==> src/hw/rtl/cfpq_pkg.sv <==
`default_nettype none
package cfpq_pkg;

  localparam int QUEUE_DEPTH = 16;
  localparam int PTR_W       = $clog2(QUEUE_DEPTH);
  localparam int CNT_W       = $clog2(QUEUE_DEPTH + 1);
  localparam int ENTRY_W     = 48;
  localparam int OUT_W       = 88;

  localparam logic [7:0] HDR_FIRST  = 8'hCC;
  localparam logic [7:0] HDR_SECOND = 8'hDD;

  localparam logic OP_BYTE = 1'b0;
  localparam logic OP_POP  = 1'b1;

  typedef logic [PTR_W-1:0] ptr_t;

  // queue slot: id in 7:0, index in 15:8, value in 47:16
  typedef struct packed {
    logic [31:0] value;
    logic [7:0]  index;
    logic [7:0]  id;
  } entry_t;

  typedef struct packed {
    logic   done;
    logic   check_ok;
    entry_t entry;
  } frame_t;

endpackage
`default_nettype wire

==> src/hw/rtl/cfpq_ram.sv <==
`default_nettype none
module cfpq_ram #(
  parameter int WIDTH = 8,
  parameter int DEPTH = 16
) (
  input  wire logic                     clk,
  input  wire logic                     we,
  input  wire logic [$clog2(DEPTH)-1:0] waddr,
  input  wire logic [WIDTH-1:0]         wdata,
  input  wire logic                     re,
  input  wire logic [$clog2(DEPTH)-1:0] raddr,
  output logic      [WIDTH-1:0]         rdata
);

  logic [WIDTH-1:0] mem [DEPTH];

  always_ff @(posedge clk) begin
    if (we) begin
      mem[waddr] <= wdata;
    end
    if (re) begin
      rdata <= mem[raddr];
    end
  end

endmodule
`default_nettype wire

==> src/hw/rtl/cfpq_parser.sv <==
`default_nettype none
module cfpq_parser import cfpq_pkg::*; (
  input  wire logic       clk,
  input  wire logic       rst_n,
  input  wire logic       byte_en,
  input  wire logic [7:0] rx_byte,
  input  wire logic       burst_end,
  output frame_t          frame
);

  typedef enum logic [3:0] {
    PH_HUNT, PH_HDR2, PH_ID, PH_INDEX,
    PH_VAL0, PH_VAL1, PH_VAL2, PH_VAL3, PH_CHECK
  } phase_t;

  phase_t      phase_r, phase_nxt;
  logic [7:0]  accum_r, accum_nxt;
  entry_t      regs_r, regs_nxt;

  always_comb begin
    phase_nxt = phase_r;
    accum_nxt = accum_r ^ rx_byte;
    regs_nxt  = regs_r;
    case (phase_r)
      PH_HUNT: begin
        accum_nxt = accum_r;
        if (rx_byte == HDR_FIRST) phase_nxt = PH_HDR2;
      end
      PH_HDR2: begin
        accum_nxt = accum_r;
        if (rx_byte == HDR_SECOND) begin
          phase_nxt = PH_ID;
          accum_nxt = '0;
        end else if (rx_byte != HDR_FIRST) begin
          phase_nxt = PH_HUNT;
        end
      end
      PH_ID: begin
        regs_nxt.id = rx_byte;
        phase_nxt   = PH_INDEX;
      end
      PH_INDEX: begin
        regs_nxt.index = rx_byte;
        phase_nxt      = PH_VAL0;
      end
      PH_VAL0: begin
        regs_nxt.value[7:0] = rx_byte;
        phase_nxt           = PH_VAL1;
      end
      PH_VAL1: begin
        regs_nxt.value[15:8] = rx_byte;
        phase_nxt            = PH_VAL2;
      end
      PH_VAL2: begin
        regs_nxt.value[23:16] = rx_byte;
        phase_nxt             = PH_VAL3;
      end
      PH_VAL3: begin
        regs_nxt.value[31:24] = rx_byte;
        phase_nxt             = PH_CHECK;
      end
      default: begin
        accum_nxt = accum_r;
        phase_nxt = PH_HUNT;
      end
    endcase
    if (burst_end) phase_nxt = PH_HUNT;
  end

  assign frame.done     = byte_en && (phase_r == PH_CHECK);
  assign frame.check_ok = (accum_r == rx_byte);
  assign frame.entry    = regs_r;

  always_ff @(posedge clk) begin
    if (!rst_n) begin
      phase_r <= PH_HUNT;
      accum_r <= '0;
      regs_r  <= '0;
    end else if (byte_en) begin
      phase_r <= phase_nxt;
      accum_r <= accum_nxt;
      regs_r  <= regs_nxt;
    end
  end

endmodule
`default_nettype wire

==> src/hw/rtl/command_frame_parser_queue_unit.sv <==
`default_nettype none
// a beat passes stage 1, then the output register; throughput: one beat per
// cycle unless the output stalls, pops and bytes in any mix; the queue memory
// has one write and one registered read port, a pop reads the tail slot
// reset (rst_n low, synchronous): parser hunts for a header, queue empty,
// drop count zero, no result pending; queue memory contents are not cleared
module command_frame_parser_queue_unit import cfpq_pkg::*; (
  input  wire logic             clk,
  input  wire logic             rst_n,
  input  wire logic             in_tvalid,
  output logic                  in_tready,
  input  wire logic [7:0]       in_tdata,   // rx_byte
  input  wire logic             in_tuser,   // op
  input  wire logic             in_tlast,   // burst_end
  output logic                  out_tvalid,
  input  wire logic             out_tready,
  // frame_accepted, frame_bad_check, frame_dropped, pop_valid, cmd_id,
  // cmd_index, cmd_value, queue_count, drop_total
  output logic [OUT_W-1:0]      out_tdata
);

  logic   in_acc, pop_en, byte_en, push, drop, pop_hit, s1_load, s2_load;
  frame_t frame;
  entry_t rd_entry;

  ptr_t        head_r, head_nxt, tail_r, tail_nxt;
  logic [31:0] drops_r, drops_nxt;
  logic [CNT_W-1:0] count_nxt;
  logic [CNT_W+3:0] count_ext;

  logic        s1_valid_r, s1_acc_r, s1_bad_r, s1_drop_r, s1_pop_r;
  logic [3:0]  s1_count_r;
  logic [31:0] s1_drops_r;
  logic              out_valid_r;
  logic [OUT_W-1:0]  out_data_r;

  function automatic ptr_t next_slot(input ptr_t p);
    return (p == PTR_W'(QUEUE_DEPTH - 1)) ? '0 : p + PTR_W'(1);
  endfunction

  assign in_acc  = in_tvalid && in_tready;
  assign pop_en  = in_acc && (in_tuser == OP_POP);
  assign byte_en = in_acc && (in_tuser == OP_BYTE);

  cfpq_parser u_parser (
    .clk       (clk),
    .rst_n     (rst_n),
    .byte_en   (byte_en),
    .rx_byte   (in_tdata),
    .burst_end (in_tlast),
    .frame     (frame)
  );

  assign pop_hit = pop_en && (head_r != tail_r);
  assign push    = frame.done && frame.check_ok && (next_slot(head_r) != tail_r);
  assign drop    = frame.done && frame.check_ok && (next_slot(head_r) == tail_r);

  always_comb begin
    head_nxt  = push ? next_slot(head_r) : head_r;
    tail_nxt  = pop_hit ? next_slot(tail_r) : tail_r;
    drops_nxt = drop ? drops_r + 32'd1 : drops_r;
    count_nxt = CNT_W'(head_nxt) - CNT_W'(tail_nxt)
              + ((head_nxt < tail_nxt) ? CNT_W'(QUEUE_DEPTH) : CNT_W'(0));
    count_ext = {4'd0, count_nxt};
  end

  // a slot written by one beat is read at the earliest by the next beat
  cfpq_ram #(
    .WIDTH (ENTRY_W),
    .DEPTH (QUEUE_DEPTH)
  ) u_store (
    .clk   (clk),
    .we    (push),
    .waddr (head_r),
    .wdata (frame.entry),
    .re    (pop_hit),
    .raddr (tail_r),
    .rdata (rd_entry)
  );

  // stage 1 waits on the memory read, stage 2 is the output register
  assign s2_load   = s1_valid_r && (!out_valid_r || out_tready);
  assign in_tready = !s1_valid_r || s2_load;
  assign s1_load   = in_acc;

  always_ff @(posedge clk) begin
    if (!rst_n) begin
      head_r      <= '0;
      tail_r      <= '0;
      drops_r     <= '0;
      s1_valid_r  <= 1'b0;
      out_valid_r <= 1'b0;
    end else begin
      head_r  <= head_nxt;
      tail_r  <= tail_nxt;
      drops_r <= drops_nxt;
      if (s1_load) begin
        s1_valid_r <= 1'b1;
      end else if (s2_load) begin
        s1_valid_r <= 1'b0;
      end
      if (s2_load) begin
        out_valid_r <= 1'b1;
      end else if (out_tready) begin
        out_valid_r <= 1'b0;
      end
    end
  end

  always_ff @(posedge clk) begin
    if (s1_load) begin
      s1_acc_r   <= push;
      s1_bad_r   <= frame.done && !frame.check_ok;
      s1_drop_r  <= drop;
      s1_pop_r   <= pop_hit;
      s1_count_r <= count_ext[3:0];
      s1_drops_r <= drops_nxt;
    end
    if (s2_load) begin
      out_data_r <= {s1_drops_r, s1_count_r,
                     s1_pop_r ? rd_entry : entry_t'('0),
                     s1_pop_r, s1_drop_r, s1_bad_r, s1_acc_r};
    end
  end

  assign out_tvalid = out_valid_r;
  assign out_tdata  = out_data_r;

endmodule
`default_nettype wire
==> config.mk <==
export PLATFORM = sky130hd
export DESIGN_NAME = command_frame_parser_queue_unit
export DESIGN_NICKNAME = d
export VERILOG_FILES = /design/src/hw/rtl/cfpq_pkg.sv /design/src/hw/rtl/cfpq_ram.sv /design/src/hw/rtl/cfpq_parser.sv /design/src/hw/rtl/command_frame_parser_queue_unit.sv
export SDC_FILE = /design/constraint.sdc
export NUM_CORES = 1
export LEC_CHECK = 0
export BUFFER_PORTS_ARGS = -buffer_cell sky130_fd_sc_hd__buf_2
export CAP_MARGIN = 20
export CORE_MARGIN = 5
export CORE_UTILIZATION = 30
export DETAILED_ROUTE_END_ITERATION = 8
export HOLD_SLACK_MARGIN = 0.06
export SLEW_MARGIN = 10
export SYNTH_ARGS = -nofsm -noshare
export SYNTH_HDL_FRONTEND = slang
export SYNTH_HIERARCHICAL = 1
export SYNTH_SLANG_ARGS = --single-unit
==> constraint.sdc <==
create_clock -name clk -period 15 [get_ports clk]
set_input_delay 0.75 -clock clk [delete_from_list [all_inputs] [get_ports clk]]
set_output_delay 0.75 -clock clk [all_outputs]
set_load 0.01 [all_outputs]
# == Word-level counts from Yosys, hierarchy flattened ==
# Memory sizes are Yosys's and may differ from the RTL's. A register that Yosys moved wholly into a read port is not among the register bits.
# Index checks and enable logic that the tools add are counted.
# op_classes
addsub,5
multipliers,0
div,0
order_cmp,0
eq_ne,20
n_shift,0
muxes,18
n_bitwise,2
n_reduce_logical,28
# op_table
cell,count
"32-bit by 1-bit adder with 32-bit output, second input constant",1
32-bit two-way mux,1
4-bit two-way mux,8
4-bit one-hot mux with 8 select lines,1
"4-bit by 3-bit == test with 1-bit output, second input constant",4
"8-bit == test, second input constant",2
8-bit one-hot mux with 2 select lines,1
"4-bit == test, second input constant",3
2-bit AND reduction,6
1-bit logical AND,10
"4-bit by 1-bit adder with 4-bit output, second input constant",2
"4-bit by 2-bit == test with 1-bit output, second input constant",2
8-bit == test,1
8-bit two-way mux,1
4-bit != test,2
"8-bit != test, second input constant",1
8-bit XOR,1
1-bit two-way mux,6
3-bit AND reduction,2
2-bit nonzero test,3
6-bit OR reduction,1
"4-bit adder, second input constant",1
"4-bit by 1-bit == test with 1-bit output, second input constant",1
4-bit == test,1
8 further kinds,11
# totals
regBits,230
latchBits,0
mem_bits_rw,768
romBits,0
inputBits,14
out_inout_bits,90
word_cells,95
n_memories,1
# memory_table
name,depth,width,rd,rd_clocked_by_memory_dff,wr,line,text
u_store.mem,16,48,1,1,1,cfpq_ram.sv:15,logic [WIDTH-1:0] mem [DEPTH];

# == Depth between registers and ports, before layout ==
# logic_depth
ltp_word,12
ltp_mapped,15

# == By module ==
# Netlist, hierarchy kept.
# modules_own_cells
mod,n_inst,cells_per_inst,area_per_inst_um2,seq_area_each_um2
cfpq_ram,1,1242,30171.4,24503.5
command_frame_parser_queue_unit,1,468,6696.4,4684.5
cfpq_parser,1,332,2900.3,1201.2

# == Least setup slack after synthesis ==
# Ideal clock, no wire load.
# synth_timing
path_kind,input to register
from,input out_tready
to,memory u_store/mem[0][0] in the netlist's numbering (enable)
t_arrival_ns,8.012
t_required_ns,14.487
slack_ns,6.475
stages,11
n_path_buf,1
path_cell_list,nor2b_1 > a21oi_1 > nor2b_1 > buf_2 > inv_1 > nor4_1 > and2_1 > o21ai_1 > inv_1 > or3b_2 > nor3_1
# synth_rtl
element,line,text
from (decl),command_frame_parser_queue_unit.sv:16,"input wire logic out_tready,"
to (decl),cfpq_ram.sv:15,

==> metrics.md <==
| Metric | Value |
|---|---|
| Worst Tran Pin Value | 1.18 ns |
| Max_slew headroom | 0.213 |
| Reg2Reg Launch Point | out_tvalid |
| Final Skew | 0.0182 ns |
| Starting DRT DRC Count | 1710 |
| Post-synthesis average cell area | 19.5 sq um |
| Mapped Cells | 2042 |
| DPL Wire Length | 50600 um |
| Cell Rows | 133 |
| Largest family of logic cells by synthesized area | multiplexers |
| WHS Path Cells | 0 |
| Critical Path Source Type | flip-flop |
| Setup TNS | 0 ns |
| Mux contribution to synthesized area | 0.112 |
| Io pins | 104 |
| Clock sinks | 1046 |
| Layout cell share with drive strength beyond 1 | 0.247 |
| Global route total overflow | 0 |
| Leak | 16.0 nW |
| Root buffer cell | clkbuf_16 |
| DRT antenna net count | 0 |
| Simple-gate share of the synthesized area | 0.0518 |
| Vias in the first global route | ~20000 |
| PostCTS Resize Cnt | 0 |
| Tot GR Track Use | 0.128 |
| Total power | 0.00580 W |
| FF-to-FF setup slack | approximately 9.5 ns |
| Initial core utilization | 0.302 |
| Synth warn | 6 |
| Max Slew Vio Count | 0 |
| Most frequent cells in the layout | edfxtp_1, mux4_2, clkbuf_16, buf_2, dfxtp_1 |
| Hold EP | out_tdata[77] |
| Final Cycle Share | 0.368 |
| Hold Violations, Final | 0 |
| Area of the multi-input gates | 0.00888 sq mm |
| R2R cell count | 12 |
| Post-CTS Setup Bufs | 0 |
| Post-synth EDFFs | between 900 and 1000 |
| Max Root-Sink Buffers | 3 |
| Ys async rst share | 0 |
| Clock transition at path regs | 0.06 ns |
| Area of the die | around 0.14 sq mm |
| Vias | 19902 |
| Cell area power density | about 130 mW/mm^2 |
| Crit path DAT | 5.81 ns |
| Commonest non-fill, non-tap cell in the layout | edfxtp_1 |
| Synth unique cells | 67 |
| # nets final | approximately 2200 |
| CP Class | reg -> reg |
| HP Start | s1_drops_r[21] |
| Via density | 4.95 |
| Post-synth top area share | 0.713 |
| Die height | ~370 um |
| Antenna violations before repair | 4 |
| H-tree lvl count | 3 |
| RePlAce Congestion | 0.795 |
| Post-synthesis sequential area ratio | 0.764 |
| Max cap viols | 0 |
| Synthesis-stage register bit count | 1046 |
| Cts bufs inserted | 105 |
| Ys flop type | edfxtp_1 |
| Syn_nets | roughly 2100 |
| Post-synthesis xor/xnor area fraction | 0.0124 |
| Worst hold path type | reg -> reg |
| Max Fclk | 0.181 GHz |
| Leading area contributor after synthesis | edfxtp_1 |
| Largest net degree at the start of global routing | 115 |
| TritonCTS clock tree | built |
| Seq. cell area | just over 0.03 sq mm |
| CP Capture Type | flip-flop |
| IO Port Bufs | 103 |
| Synth Area in Adders | 0.00239 |
| Compound-gate portion of the synthesized area | 0.0406 |
| Worst ir drop on vdd | about 0.000083 V |
| Crit path max fanout | 41 |
| Syn Std Cell Area | 0.0398 sq mm |
| Worst-Skew Late Latency | 0.67 ns |
| Fill cells | 12152 |
| Setup-failing EPs final | 0 |
| Core area | 0.132 sq mm |
| # DRC | 0 |
| Hold buffers post-CTS | 0 |
| DR pass1 iterations | 5 |
| Final min period | 5.52 ns |
| RSZ-0062 raised after global routing | false |
| Outcome | finished clean |
| Total wire length | 91100 um |
| First-pass GRT wire length | about 140000 um |
| Worst flop-to-flop path endpoint | u_store/mem[15][28] |
| Die W | 374 um |
| Layout area overhead | 15.4% |
| Top area cells in the synthesized netlist | edfxtp_1, mux4_2, dfxtp_1 |
| Drt wl/cell | 22.7 um |
| CP Data Required Time | 15.29 ns |
==> cell type report <==
class | count | share of cell area
multi-input combinational | 862 | 0.194
sequential | 1046 | 0.663
inverter | 17 | 0.00139
antenna | 1 | 0.0000545
clock inverter | 66 | 0.0124
timing repair buffer | 142 | 0.0184
clock buffer | 134 | 0.0639
tap | 1755 | 0.0479
==> Yosys cell counts (3+ instances only) <==
library cell / number
nand3_1: 62
and2_1: 82
a22oi_1: 96
and3_1: 6
mux2i_1: 11
nand2b_1: 10
buf_2: 18
nor4_2: 6
nand4bb_1: 3
xnor2_1: 33
nor3_1: 7
a21boi_1: 38
o21ai_0: 29
dfxtp_1: 102
nor2b_1: 19
nand2_1: 79
o21ai_1: 27
buf_4: 22
clkbuf_2: 4
a21oi_1: 4
nor4_1: 7
ha_1: 6
nand4_1: 28
a31o_2: 8
a31oi_1: 3
xor2_1: 19
edfxtp_1: 944
mux4_2: 192
nor2_1: 33
buf_6: 6
inv_1: 17
buf_1: 16
nand3b_1: 3
clkbuf_1: 51
and4_1: 3
a21boi_0: 12
==> kinds of logic (layout without fill, tap and decap cells) <==
family                   Yosys count  in the layout
adder cells (fa/ha/maj)            7              7
multiplexers                     205            205
flip-flops                      1046           1046
AND/OR/NAND/NOR                  365            365
XOR/XNOR                          54             54
AO/OA/AOI/OAI                    231            231
buffers and inverters            134            359
other                              0              1
==> routing by layer <==
metal	part of all wire	global-route usage	vias to the layer above
li1	-	-	8528
met1	0.43	0.180	10483
met2	0.47	0.201	776
met3	0.088	0.0330	115
met4	0.018	0.0298	0
met5	0	0	-
==> flip-flops by register name, indices dropped and copies added (netlist names) <==
name	count
out_tdata	88
s1_acc_r	1
s1_pop_r	1
s1_drops_r	32
s1_count_r	4
u_store/rdata	48
u_parser/frame	48
s1_valid_r	1
s1_drop_r	1
head_r	4
out_tvalid	1
u_parser/accum_r	8
u_parser/phase_r	4
s1_bad_r	1
tail_r	4
u_store/mem	768
drops_r	32
==> per-stage QoR <==
step           instances  cell area (sq um)   util  setup WS (ns)  hold WS (ns)
3_5_place_dp        3820              42300  0.322           9.10         0.405
4_1_cts             4020              45800  0.348           9.51         0.369
3_3_place_gp        3820              42300  0.322           9.40         0.409
6_report            4023              45900  0.349           9.48         0.417
5_1_grt             4022              45900  0.349           9.21         0.400
2_1_floorplan       2042              39800      -           6.48         0.400
==> worst max-delay path: stages (launching register included) <==
cell and delay (ns):
dfxtp_1 0.32, nor2b_1 0.20, a21oi_4 0.16, buf_4 0.47, nor2b_1 0.67, inv_1 0.13, nor4_1 0.64, and2_1 0.33
o21ai_1 0.18, inv_1 0.26, nand3_1 0.34, nor2_4 0.72, buf_4 0.67
==> worst max path at each step <==
stage / startpoint / end / slack, ns
4_1_cts: out_tvalid / u_store/mem[13][30] / 9.51
3_3_place_gp: out_tready / u_store/mem[15][30] / 9.40
3_5_place_dp: out_tready / u_store/mem[13][37] / 9.10
6_report: out_tvalid / u_store/mem[15][28] / 9.48
5_1_grt: out_tvalid / u_store/mem[15][28] / 9.21
2_1_floorplan: out_tready / u_store/mem[0][0] / 6.48
==> power breakdown <==
group	total [W]	internal [W]	leakage [nW]	switching [W]
clock	0.00259	0.00149	1.72	0.00110
combinational	0.0000534	0.0000154	3.42	0.0000380
sequential	0.00315	0.00315	10.9	0.00000589
total	0.00580	0.00466	16.0	0.00114
Power figures use the tool's default switching activity.
